## src/hw/rtl/brd_pkg.sv

```systemverilog
// Shared types and constants for the byte ring deque.
package brd_pkg;

  localparam int unsigned OP_W              = 2;
  localparam int unsigned BYTE_W            = 8;
  localparam int unsigned LEN_W             = 9;
  localparam int unsigned MAX_DEPTH_DEFAULT = 256;
  localparam logic [LEN_W-1:0] RING_LENGTH_RESET = 9'd256;

  typedef enum logic [OP_W-1:0] {
    OP_GET    = 2'd0,
    OP_PUT    = 2'd1,
    OP_ERASE  = 2'd2,
    OP_INSERT = 2'd3
  } op_e;

  typedef struct packed {
    logic wr_en;
    logic rd_en;
  } mem_ctl_t;

  typedef struct packed {
    logic             byte_sel;
    logic             done_res;
    logic [LEN_W-1:0] fill_count;
    logic             is_empty;
    logic             is_full;
  } res_t;

endpackage

```

## src/hw/rtl/brd_in_if.sv

```systemverilog
// Input channel: one deque operation per transaction.
interface brd_in_if;
  logic                        valid;
  logic                        ready;
  logic [brd_pkg::OP_W-1:0]    opcode;
  logic [brd_pkg::BYTE_W-1:0]  byte_in;

  modport source (output valid, output opcode, output byte_in, input ready);
  modport sink   (input valid, input opcode, input byte_in, output ready);
endinterface

```

## src/hw/rtl/brd_out_if.sv

```systemverilog
// Output channel: one operation result per transaction.
interface brd_out_if;
  logic                        valid;
  logic                        ready;
  logic [brd_pkg::BYTE_W-1:0]  byte_out;
  logic                        done_res;
  logic [brd_pkg::LEN_W-1:0]   fill_count;
  logic                        is_empty;
  logic                        is_full;

  modport source (output valid, output byte_out, output done_res, output fill_count,
                  output is_empty, output is_full, input ready);
  modport sink   (input valid, input byte_out, input done_res, input fill_count,
                  input is_empty, input is_full, output ready);
endinterface

```

## src/hw/rtl/brd_ring_mem.sv

```systemverilog
// Single-port ring store with registered read data.
module brd_ring_mem #(
  parameter int unsigned DEPTH  = brd_pkg::MAX_DEPTH_DEFAULT,
  parameter int unsigned ADDR_W = $clog2(DEPTH)
) (
  input  logic                       clk_i,
  input  brd_pkg::mem_ctl_t          ctl_i,
  input  logic [ADDR_W-1:0]          addr_i,
  input  logic [brd_pkg::BYTE_W-1:0] wdata_i,
  output logic [brd_pkg::BYTE_W-1:0] rdata_o
);

  logic [brd_pkg::BYTE_W-1:0] mem_q [DEPTH];
  logic [brd_pkg::BYTE_W-1:0] rdata_q;

  always_ff @(posedge clk_i) begin
    if (ctl_i.wr_en) begin
      mem_q[addr_i] <= wdata_i;
    end
  end

  always_ff @(posedge clk_i) begin
    if (ctl_i.rd_en) begin
      rdata_q <= mem_q[addr_i];
    end
  end

  assign rdata_o = rdata_q;

endmodule

```

## src/hw/rtl/brd_ctrl.sv

```systemverilog
// Index, count and length control with the ring store access and result registers.
module brd_ctrl #(
  parameter int unsigned MAX_DEPTH = brd_pkg::MAX_DEPTH_DEFAULT,
  parameter int unsigned IDX_W     = $clog2(MAX_DEPTH)
) (
  input  logic                       clk_i,
  input  logic                       rst_ni,
  input  logic                       accept_i,
  input  logic [brd_pkg::OP_W-1:0]   opcode_i,
  input  logic [brd_pkg::BYTE_W-1:0] byte_in_i,
  input  logic                       cfg_we_i,
  input  logic [brd_pkg::LEN_W-1:0]  cfg_wdata_i,
  output brd_pkg::mem_ctl_t          mem_ctl_o,
  output logic [IDX_W-1:0]           mem_addr_o,
  output logic [brd_pkg::BYTE_W-1:0] mem_wdata_o,
  output brd_pkg::res_t              res_o
);

  localparam int unsigned LEN_W = brd_pkg::LEN_W;

  logic [IDX_W-1:0] front_q, front_d, back_q, back_d;
  logic [LEN_W-1:0] count_q, count_d, len_q;
  brd_pkg::res_t    res_q, res_d;

  logic [LEN_W-1:0] len_eff;
  logic [IDX_W-1:0] front_w, back_w, front_inc, front_dec, back_inc, back_dec;
  logic             not_empty, not_full, rd, wr, ok;
  brd_pkg::op_e     op;

  always_comb begin
    if (len_q == '0) begin
      len_eff = LEN_W'(1);
    end else if (32'(len_q) > MAX_DEPTH) begin
      len_eff = LEN_W'(MAX_DEPTH);
    end else begin
      len_eff = len_q;
    end
  end

  assign front_w   = (32'(front_q) >= 32'(len_eff)) ? '0 : front_q;
  assign back_w    = (32'(back_q) >= 32'(len_eff)) ? '0 : back_q;
  assign front_inc = (32'(front_w) + 32'd1 >= 32'(len_eff)) ? '0 : front_w + IDX_W'(1);
  assign back_inc  = (32'(back_w) + 32'd1 >= 32'(len_eff)) ? '0 : back_w + IDX_W'(1);
  assign front_dec = (front_w == '0) ? IDX_W'(len_eff - LEN_W'(1)) : front_w - IDX_W'(1);
  assign back_dec  = (back_w == '0) ? IDX_W'(len_eff - LEN_W'(1)) : back_w - IDX_W'(1);
  assign not_empty = (count_q != '0);
  assign not_full  = (count_q < len_eff);
  assign op        = brd_pkg::op_e'(opcode_i);

  always_comb begin
    front_d    = front_w;
    back_d     = back_w;
    count_d    = count_q;
    rd         = 1'b0;
    wr         = 1'b0;
    ok         = 1'b0;
    mem_addr_o = front_w;
    unique case (op)
      brd_pkg::OP_GET: begin
        ok         = not_empty;
        rd         = not_empty;
        mem_addr_o = front_w;
        if (not_empty) begin
          front_d = front_inc;
          count_d = count_q - LEN_W'(1);
        end
      end
      brd_pkg::OP_PUT: begin
        ok         = not_full;
        wr         = not_full;
        mem_addr_o = back_w;
        if (not_full) begin
          back_d  = back_inc;
          count_d = count_q + LEN_W'(1);
        end
      end
      brd_pkg::OP_ERASE: begin
        ok         = not_empty;
        rd         = not_empty;
        mem_addr_o = back_dec;
        if (not_empty) begin
          back_d  = back_dec;
          count_d = count_q - LEN_W'(1);
        end
      end
      brd_pkg::OP_INSERT: begin
        ok         = not_full;
        wr         = not_full;
        mem_addr_o = front_dec;
        if (not_full) begin
          front_d = front_dec;
          count_d = count_q + LEN_W'(1);
        end
      end
    endcase
  end

  assign mem_ctl_o.wr_en = accept_i && wr;
  assign mem_ctl_o.rd_en = accept_i && rd;
  assign mem_wdata_o     = byte_in_i;

  always_comb begin
    res_d.byte_sel   = rd;
    res_d.done_res   = ok;
    res_d.fill_count = count_d;
    res_d.is_empty   = (count_d == '0);
    res_d.is_full    = (count_d == len_eff);
  end

  always_ff @(posedge clk_i or negedge rst_ni) begin
    if (!rst_ni) begin
      front_q <= '0;
      back_q  <= '0;
      count_q <= '0;
      len_q   <= brd_pkg::RING_LENGTH_RESET;
    end else if (cfg_we_i) begin
      front_q <= '0;
      back_q  <= '0;
      count_q <= '0;
      len_q   <= cfg_wdata_i;
    end else if (accept_i) begin
      front_q <= front_d;
      back_q  <= back_d;
      count_q <= count_d;
    end
  end

  always_ff @(posedge clk_i) begin
    if (accept_i) begin
      res_q <= res_d;
    end
  end

  assign res_o = res_q;

endmodule

```

## src/hw/rtl/byte_ring_deque_unit.sv

```systemverilog
// Top level of the byte ring deque: handshake, output register and ring store.
//
//  channel   dir  handshake      payload
//  in_i      in   valid/ready    opcode, byte_in
//  out_o     out  valid/ready    byte_out, done_res, fill_count, is_empty, is_full
//  cfg       in   cfg_we_i       cfg_wdata_i (ring_length)
//
//  One operation per cycle while results are drained; the result appears the cycle after acceptance, set by
//  the registered read of the single-port ring store.
//  A new operation is taken while the result register is empty or being drained.
//  Reset and length writes empty the queue at once; the store is not cleared.
module byte_ring_deque_unit #(
  parameter int unsigned MAX_DEPTH = brd_pkg::MAX_DEPTH_DEFAULT
) (
  input  logic                      clk_i,
  input  logic                      rst_ni,
  input  logic                      cfg_we_i,
  input  logic [brd_pkg::LEN_W-1:0] cfg_wdata_i,
  brd_in_if.sink                    in_i,
  brd_out_if.source                 out_o
);

  localparam int unsigned IDX_W = $clog2(MAX_DEPTH);

  logic                       accept;
  logic                       out_valid_q, out_valid_d;
  brd_pkg::mem_ctl_t          mem_ctl;
  logic [IDX_W-1:0]           mem_addr;
  logic [brd_pkg::BYTE_W-1:0] mem_wdata, mem_rdata;
  brd_pkg::res_t              res;

  assign in_i.ready = !out_valid_q || out_o.ready;
  assign accept     = in_i.valid && in_i.ready;

  always_comb begin
    out_valid_d = out_valid_q;
    if (accept) begin
      out_valid_d = 1'b1;
    end else if (out_o.ready) begin
      out_valid_d = 1'b0;
    end
  end

  always_ff @(posedge clk_i or negedge rst_ni) begin
    if (!rst_ni) begin
      out_valid_q <= 1'b0;
    end else begin
      out_valid_q <= out_valid_d;
    end
  end

  brd_ctrl #(
    .MAX_DEPTH (MAX_DEPTH),
    .IDX_W     (IDX_W)
  ) u_ctrl (
    .clk_i       (clk_i),
    .rst_ni      (rst_ni),
    .accept_i    (accept),
    .opcode_i    (in_i.opcode),
    .byte_in_i   (in_i.byte_in),
    .cfg_we_i    (cfg_we_i),
    .cfg_wdata_i (cfg_wdata_i),
    .mem_ctl_o   (mem_ctl),
    .mem_addr_o  (mem_addr),
    .mem_wdata_o (mem_wdata),
    .res_o       (res)
  );

  brd_ring_mem #(
    .DEPTH  (MAX_DEPTH),
    .ADDR_W (IDX_W)
  ) u_mem (
    .clk_i   (clk_i),
    .ctl_i   (mem_ctl),
    .addr_i  (mem_addr),
    .wdata_i (mem_wdata),
    .rdata_o (mem_rdata)
  );

  assign out_o.valid      = out_valid_q;
  assign out_o.byte_out   = res.byte_sel ? mem_rdata : '0;
  assign out_o.done_res   = res.done_res;
  assign out_o.fill_count = res.fill_count;
  assign out_o.is_empty   = res.is_empty;
  assign out_o.is_full    = res.is_full;

endmodule

```

## src/flat_wrapper.sv

```systemverilog
// flat-port wrapper written by rule: the top's interface ports become plain ports
module byte_ring_deque_unit_flat 
#(
  parameter int unsigned MAX_DEPTH = brd_pkg::MAX_DEPTH_DEFAULT
)
  (clk_i, rst_ni, cfg_we_i, cfg_wdata_i, in_i_valid, in_i_opcode, in_i_byte_in, in_i_ready, out_o_valid, out_o_byte_out, out_o_done_res, out_o_fill_count, out_o_is_empty, out_o_is_full, out_o_ready);
  brd_in_if in_i_i ();
  brd_out_if out_o_i ();
  input  logic clk_i;
  input  logic rst_ni;
  input  logic cfg_we_i;
  input  logic [brd_pkg::LEN_W-1:0] cfg_wdata_i;
  input wire logic [$bits(in_i_i.valid)-1:0] in_i_valid;
  input wire logic [$bits(in_i_i.opcode)-1:0] in_i_opcode;
  input wire logic [$bits(in_i_i.byte_in)-1:0] in_i_byte_in;
  output wire logic [$bits(in_i_i.ready)-1:0] in_i_ready;
  output wire logic [$bits(out_o_i.valid)-1:0] out_o_valid;
  output wire logic [$bits(out_o_i.byte_out)-1:0] out_o_byte_out;
  output wire logic [$bits(out_o_i.done_res)-1:0] out_o_done_res;
  output wire logic [$bits(out_o_i.fill_count)-1:0] out_o_fill_count;
  output wire logic [$bits(out_o_i.is_empty)-1:0] out_o_is_empty;
  output wire logic [$bits(out_o_i.is_full)-1:0] out_o_is_full;
  input wire logic [$bits(out_o_i.ready)-1:0] out_o_ready;
  assign in_i_i.valid = in_i_valid;
  assign in_i_i.opcode = in_i_opcode;
  assign in_i_i.byte_in = in_i_byte_in;
  assign in_i_ready = in_i_i.ready;
  assign out_o_valid = out_o_i.valid;
  assign out_o_byte_out = out_o_i.byte_out;
  assign out_o_done_res = out_o_i.done_res;
  assign out_o_fill_count = out_o_i.fill_count;
  assign out_o_is_empty = out_o_i.is_empty;
  assign out_o_is_full = out_o_i.is_full;
  assign out_o_i.ready = out_o_ready;
  byte_ring_deque_unit #(.MAX_DEPTH(MAX_DEPTH)) u_core (.clk_i(clk_i), .rst_ni(rst_ni), .cfg_we_i(cfg_we_i), .cfg_wdata_i(cfg_wdata_i), .in_i(in_i_i), .out_o(out_o_i));
endmodule
```

## config.mk

```make
export PLATFORM = sky130hd
export DESIGN_NAME = byte_ring_deque_unit_flat
export DESIGN_NICKNAME = d
export VERILOG_FILES = /design/src/hw/rtl/brd_pkg.sv /design/src/hw/rtl/brd_in_if.sv /design/src/hw/rtl/brd_out_if.sv /design/src/hw/rtl/brd_ring_mem.sv /design/src/hw/rtl/brd_ctrl.sv /design/src/hw/rtl/byte_ring_deque_unit.sv /design/src/flat_wrapper.sv
export SDC_FILE = /design/constraint.sdc
export NUM_CORES = 2
export LEC_CHECK = 0
export BUFFER_PORTS_ARGS = -buffer_cell sky130_fd_sc_hd__buf_2
export CORE_MARGIN = 2
export CORE_UTILIZATION = 40
export CTS_BUF_LIST = sky130_fd_sc_hd__clkbuf_16
export DETAILED_ROUTE_END_ITERATION = 10
export SETUP_SLACK_MARGIN = 0.4
export SYNTH_ARGS = -nofsm -noshare
export SYNTH_HDL_FRONTEND = slang
export SYNTH_SLANG_ARGS = --single-unit
```

## constraint.sdc

```tcl
create_clock -name clk_i -period 9.46 [get_ports clk_i]
set_input_delay 2.838 -clock clk_i [delete_from_list [all_inputs] [get_ports clk_i]]
set_output_delay 2.838 -clock clk_i [all_outputs]
set_load 0.02 [all_outputs]
```

## Yosys cells after proc, flatten, opt, wreduce, memory -nomap -nowiden

Memories as Yosys holds them, arrays and structs flattened. A register that Yosys moved wholly into a read port is not among the register bits.
Cells that the tools add are included.

| word-level totals | value |
|---|---|
| RAM bits | 2048 |
| memories | 1 |
| output and inout bits | 22 |
| register bits | 48 |
| word-level logic and storage cells | 77 |

Memories:

| memory | words | bits a word | rd ports | clocked after memory_dff | write ports | RTL line | source |
|---|---|---|---|---|---|---|---|
| u_core.u_mem.mem_q | 256 | 8 | 1 | 1 | 1 | brd_ring_mem.sv:13 | `logic [brd_pkg::BYTE_W-1:0] mem_q [DEPTH];` |

| operators by class | value |
|---|---|
| muxes and demuxes | 32 |
| equal/unequal tests | 4 |
| reductions and logical operators | 15 |
| $add $sub $neg | 9 |
| $lt $le $gt $ge | 6 |

Operators by type and width:

| kind | number |
|---|---|
| two-way mux 8 bit | 15 |
| two-way mux 9 bit | 6 |
| case mux 8 bit (2 select lines) | 2 |
| case mux 8 bit (4 select lines) | 1 |
| subtractor 8 x 1 -> 8 bit, second input constant | 3 |
| adder 8 x 1 -> 9 bit, second input constant | 2 |
| greater-or-equal comparator 8 x 9 -> 1 bit | 2 |
| greater-or-equal comparator 9 bit | 2 |
| logical NOT 9 bit | 2 |
| case mux 9 bit (2 select lines) | 1 |
| adder 8 x 1 -> 8 bit, second input constant | 2 |
| logical NOT 8 bit | 2 |
| adder 9 x 1 -> 9 bit, second input constant | 1 |
| == test 9 bit | 1 |
| > comparator 9 bit, second input constant | 1 |
| less-than comparator 9 bit | 1 |
| nonzero test 9 bit | 1 |
| subtractor 9 x 1 -> 9 bit, second input constant | 1 |
| two-way mux 1 bit | 6 |
| == test 2 bit, second input constant | 2 |
| nonzero test 2 bit | 2 |
| OR reduction 2 bit | 2 |
| logical AND 1 bit | 3 |
| == test 2 x 1 -> 1 bit, second input constant | 1 |
| other kinds (4) | 4 |

## Longest topological paths before layout

| depth | value |
|---|---|
| word-level depth | 12 |
| mapped depth | 32 |
| gate-level depth less buffers | 23 |

## Modules after synthesis

Synthesis repeated with hierarchy kept, for this count alone.

| second synthesis, totals | value |
|---|---|
| cells, all modules | 4216 |
| area, all modules | 83908.0 um2 |

Modules (own cells, without submodules):

| module | cells each | area an instance (um2) | sequential area each (um2) | instances |
|---|---|---|---|---|
| brd_ring_mem | 3547 | 78572.9 | 61739.2 | 1 |
| brd_ctrl | 657 | 5231.3 | 1242.4 | 1 |
| byte_ring_deque_unit | 12 | 103.8 | 25.0 | 1 |

## Worst setup path after synthesis

Ideal clock, no wire load.

| timing | value |
|---|---|
| kind | register -> register |
| start point | register u_core.u_ctrl.len_q[5] |
| end point | memory u_core.u_mem.mem_q[104][0] (netlist name), enable pin |
| data arrival time | 6448 ps |
| setup slack | 2642 ps |
| period minus slack after synthesis | 6818 ps |
| stages on the path, launching flop included | 31 |
| required time | 9090 ps |
| cells stage by stage | dfrtp_1 -> buf_6 -> or4_4 -> o41a_1 -> or2_0 -> clkbuf_1 -> inv_1 -> ha_1 -> nor3b_1 -> o21ai_0 -> a21boi_0 -> clkbuf_1 -> clkbuf_1 -> and2_1 -> inv_1 -> ha_1 -> nor3b_1 -> nand2_1 -> o211ai_1 -> o21ai_0 -> o221ai_2 -> nand2_1 -> buf_4 -> buf_2 -> buf_2 -> buf_2 -> nand3_1 -> nor2_1 -> nand2_1 -> clkbuf_1 -> nor2_1 |

| on the way | value |
|---|---|
| cells in the longest elaborated chain, start to end | 8 |
| elaborated cells on any way between the ends | 21 |
| classes of those cells | add/sub: 3; order compare: 4; mux: 10; reduce/logical: 4 |

Ends and longest elaborated chain:

| item | RTL line | source |
|---|---|---|
| start, declared | brd_ctrl.sv:22 | `logic [LEN_W-1:0] count_q, count_d, len_q;` |
| start signal, assigned | brd_ctrl.sv:115 | `len_q <= brd_pkg::RING_LENGTH_RESET;` |
| start signal, assigned | brd_ctrl.sv:120 | `len_q <= cfg_wdata_i;` |
| > comparator 9 bit | brd_ctrl.sv:33 | `end else if (32'(len_q) > MAX_DEPTH) begin` |
| two-way mux 9 bit | brd_ctrl.sv:33 |  |
| two-way mux 9 bit (*) | brd_ctrl.sv:31 | `if (len_q == '0) begin` |
| greater-or-equal comparator 8 x 9 -> 1 bit (tied with other cells) | brd_ctrl.sv:40 | `assign front_w = (32'(front_q) >= 32'(len_eff)) ? '0 : front_q;` |
| two-way mux 8 bit (tied with other cells) | brd_ctrl.sv:40 |  |
| subtractor 8 x 1 -> 8 bit (tied with other cells) | brd_ctrl.sv:44 | `assign front_dec = (front_w == '0) ? IDX_W'(len_eff - LEN_W'(1)) : front_w - IDX_W'(1);` |
| two-way mux 8 bit (tied with other cells) | brd_ctrl.sv:44 |  |
| case mux 8 bit (4 select lines) or two-way mux 1 bit (tied branches) | brd_ctrl.sv:58, brd_ring_mem.sv:18 |  |
| end, declared | brd_ring_mem.sv:13 |  |

Every way passes the cells marked *; elsewhere a longest branch is shown, timed or not.

## Final worst setup path

| timing | value |
|---|---|
| start point | register u_core.u_ctrl.len_q[5] |
| end point | register u_core.u_mem.rdata_q, in the netlist u_core.u_mem.rdata_o[7], read port of u_core.u_mem.mem_q (data pin) |

| on the way | value |
|---|---|
| cells in the longest elaborated chain, start to end | 8 |
| elaborated cells on any way between the ends | 16 |
| classes of those cells | add/sub: 3; order compare: 3; mux: 7; reduce/logical: 3 |

Ends and longest elaborated chain:

| item | RTL line | source |
|---|---|---|
| > comparator 9 bit | brd_ctrl.sv:33 |  |
| two-way mux 9 bit | brd_ctrl.sv:33 |  |
| two-way mux 9 bit (*) | brd_ctrl.sv:31 |  |
| greater-or-equal comparator 8 x 9 -> 1 bit, on equally long branches | brd_ctrl.sv:40, brd_ctrl.sv:41 |  |
| two-way mux 8 bit, on equally long branches | brd_ctrl.sv:40, brd_ctrl.sv:41 |  |
| subtractor 8 x 1 -> 8 bit (tied with other cells) | brd_ctrl.sv:44 |  |
| two-way mux 8 bit, on equally long branches | brd_ctrl.sv:44, brd_ctrl.sv:45 |  |
| case mux 8 bit (4 select lines) (*) | brd_ctrl.sv:58 | `unique case (op)` |
| end, declared | brd_ring_mem.sv:14 | `logic [brd_pkg::BYTE_W-1:0] rdata_q;` |

Marked as above.
A chain may end at the register's enable or synchronous reset.

==> flow_summary_export.csv <==
group,metric,value,unit
logic_synthesis,synth-edff-count,2069,
global_routing,grt_antenna_before_repair,10,
clock_tree,clkLatencyLatePin,0.88,ns
setup_path,crit_path_top_delay_cell,"o41ai_1",
setup_path,crit_type,"reg -> reg",
final_layout,syn_to_final_growth,11.8,%
place,dp_hpwl,147000,um
clock_tree,clk_pin_slew,0.06,ns
logic_synthesis,ys.warnings.count,0,
setup_path,critPathRequiredTime,10.07,ns
clock_tree,cts_made_buffers,209,
floorplanning,io_pins,46,
logic_synthesis,async_reset_ff_share,1.66,%
final_layout,drive_gt1_share,10.2,%
logic_synthesis,avgSynthCellArea,13.9,um^2
timing,rsz0062_at_grt,"true",
clock_tree,hold_buffers,0,
timing,setup_viol,0,
timing,report.final.slew_viol_count,0,
timing,layout_min_cycle_time,8.95,ns
clock_tree,h-tree-depth,4,
power_and_ir_drop,leakagePower,31.6,nW
timing,hold_viol_final,0,
status,outcome,"completed",
logic_synthesis,syn_nets,6265,
global_routing,grt_pass1_vias,51757,
final_layout,nets,6208,
drt,drt-initial-drc-count,7258,
floorplanning,dieArea,219000,um^2
power_and_ir_drop,peakVddDrop,162,uV
place,preCtsSetupSlack,0.407,ns
drt,vias,54551,
final_layout,layout_commonest_cell,"edfxtp_1",
setup_path,crit_path_max_fanout,139,
global_routing,grt_max_degree,203,
floorplanning,die_y,468,um
timing,tns,0,ns
setup_path,slowest_delay,0.90,ns
timing,worst_clock_skew,0.0648,ns
final_layout,fin_util,44.9,%
floorplanning,num_rows,170,
setup_path,end_kind,"flop",
timing,max_freq,112,MHz
drt,dr.pass1.iters,6,
timing,fin_crit_sh,94.6,%
logic_synthesis,ys_types,77,
logic_synthesis,synth_area_leader_cell,"edfxtp_1",
setup_path,cp-start-kind,"flop",
clock_tree,clockBufferDepth,3,
power_and_ir_drop,power_density,219,nW/um^2
place,io_buffers,45,
logic_synthesis,synth_flop_cell,"edfxtp_1",
global_routing,overflow,0,
final_layout,stdcell_count,9141,
place,dp_cells,8758,
drt,ant_nets,0,
timing,holdWs,0.554,ns
floorplanning,core_area,214000,um^2
logic_synthesis,synth_top_area_share,72.1,%
final_layout,layout_common_cells,"edfxtp_1 (2069), nand2_1 (1241), nor2_1 (337)",
logic_synthesis,ys_seq_area_share,73.1,%
logic_synthesis,syn-cell-area,86200,um^2
timing,worstMarginPinSlew,1.30,ns
setup_path,cp.arrival,9.56,ns
floorplanning,die_w,468,um
logic_synthesis,ys_seq_elements,2104,
hold_path,hp-class,"reg -> reg",
drt,wl,249000,um
floorplanning,start_util,40.2,%
place,gp_congestion,0.886,
place,place_area,89800,um^2
timing,relSlewSlack,13.3,%
clock_tree,cts_setup_buffers,0,
drt,drc,0,
power_and_ir_drop,totalPowerFinal,21.1,mW
clock_tree,cts_root_buf,"clkbuf_16",
job,drv_cap,0,
global_routing,grt_usage,22.2,%
timing,setup_ws,0.513,ns
final_layout,fin_area,96300,um^2
drt,viasPerCell,5.97,
logic_synthesis,syn-instance-count,6188,
drt,routedWlPerCell,27.2,um
clock_tree,cts.sinks,2104,
global_routing,grt_pass1_wl,362000,um
logic_synthesis,netlist_top_cells_area,"edfxtp_1 (72%), nand2_1 (5.5%), a211oi_1 (2.1%)",
clock_tree,cts_tree,"yes",
## sequential cells by signal, indices dropped and copies added (netlist names)
signal	count
u_core.u_mem.mem_q	2048
u_core.u_ctrl.count_q	9
u_core.u_ctrl.len_q	9
u_core.u_ctrl.res_o	13
u_core.u_mem.rdata_o	8
u_core.u_ctrl.front_q	8
u_core.u_ctrl.back_q	8
u_core.out_o.valid	1
## synthesized netlist by cell type (all sizes together) (4+ instances only)
cell / count
a221oi: 8
o21a: 11
a21o: 19
inv: 33
a31oi: 122
o22ai: 5
a21boi: 4
clkbuf: 317
or2: 5
nor2: 350
nor4: 33
a21oi: 102
a22oi: 54
a22o: 6
ha: 53
mux4: 79
or4: 10
nand3: 328
a32oi: 33
and2: 18
nor3: 29
dfrtp: 34
xor2: 19
nand2: 1263
nand4: 71
nand2b: 7
edfxtp: 2069
and3: 243
o21ai: 62
xnor2: 18
or3: 6
o2111ai: 4
o211ai: 20
a2bb2oi: 5
o31ai: 12
a211oi: 243
o221ai: 6
buf: 140
a311oi: 180
o32ai: 5
mux2i: 79
mux2: 8
o41ai: 38
## where the power goes
part           internal [mW]  switching (mW)
Combinational          0.784            2.05
Sequential              10.3          0.0414
Clock                   4.31            3.59
Total                   15.4            5.68
## layout make-up
| type | instances | area (um^2) |
|---|---|---|
| inverters | 33 | 124 |
| diodes | 5 | 12.5 |
| flip-flops and latches | 2104 | 63000 |
| clock inverters | 166 | 1150 |
| fillers | 18858 | 118000 |
| well taps | 2838 | 3550 |
| repair buffers | 189 | 1710 |
| multi-input cells | 3594 | 21500 |
| clock buffers | 212 | 5310 |
## critical path: cells and delay by family, from the launching register on
kind | cells | cell delay (ns)
AO/OA/AOI/OAI | 9 | 3.46
adder cells (fa/ha/maj) | 2 | 0.63
buffers and inverters | 4 | 0.87
flip-flops | 1 | 0.47
AND/OR/NAND/NOR | 10 | 3.04
## worst paths after layout
check | from | endpoint | slack, ns | cells past startpoint
max in group asynchronous | rst_ni | u_core.u_ctrl.front_q[6] | 6.78 | 1
worst max-delay path | u_core.u_ctrl.len_q[5] | u_core.u_mem.rdata_o[7] | 0.51 | 25
worst max register to register | u_core.u_ctrl.len_q[5] | u_core.u_mem.rdata_o[7] | 0.51 | 25
worst min-delay path | u_core.out_o.valid | u_core.out_o.valid | 0.55 | 2
min in group asynchronous | rst_ni | u_core.u_ctrl.len_q[7] | 2.10 | 1
worst min register to register | u_core.out_o.valid | u_core.out_o.valid | 0.55 | 2
## cell families after synthesis
logic type               share of synthesized area (%)
AND/OR/NAND/NOR                                   12.1
flip-flops                                        73.1
AO/OA/AOI/OAI                                     8.21
adder cells (fa/ha/maj)                          0.769
XOR/XNOR                                         0.376
multiplexers                                      3.09
buffers and inverters                             2.35
## layer usage
layer / GRT usage, % / vias up / wire length (um)
li1: - / 23636 / -
met2: 34.1 / 2680 / 114000
met1: 32.0 / 27823 / 106000
met5: 0 / - / 23
met4: 7.26 / 4 / 7820
met3: 4.15 / 408 / 21500
## what timing repair did
item / in CTS / in global routing
resized for setup: 0 / 16
endpoints found under the setup margin: 0 / 31
hold endpoints to repair: 0 / 0
(Power assumes the default switching activity.)
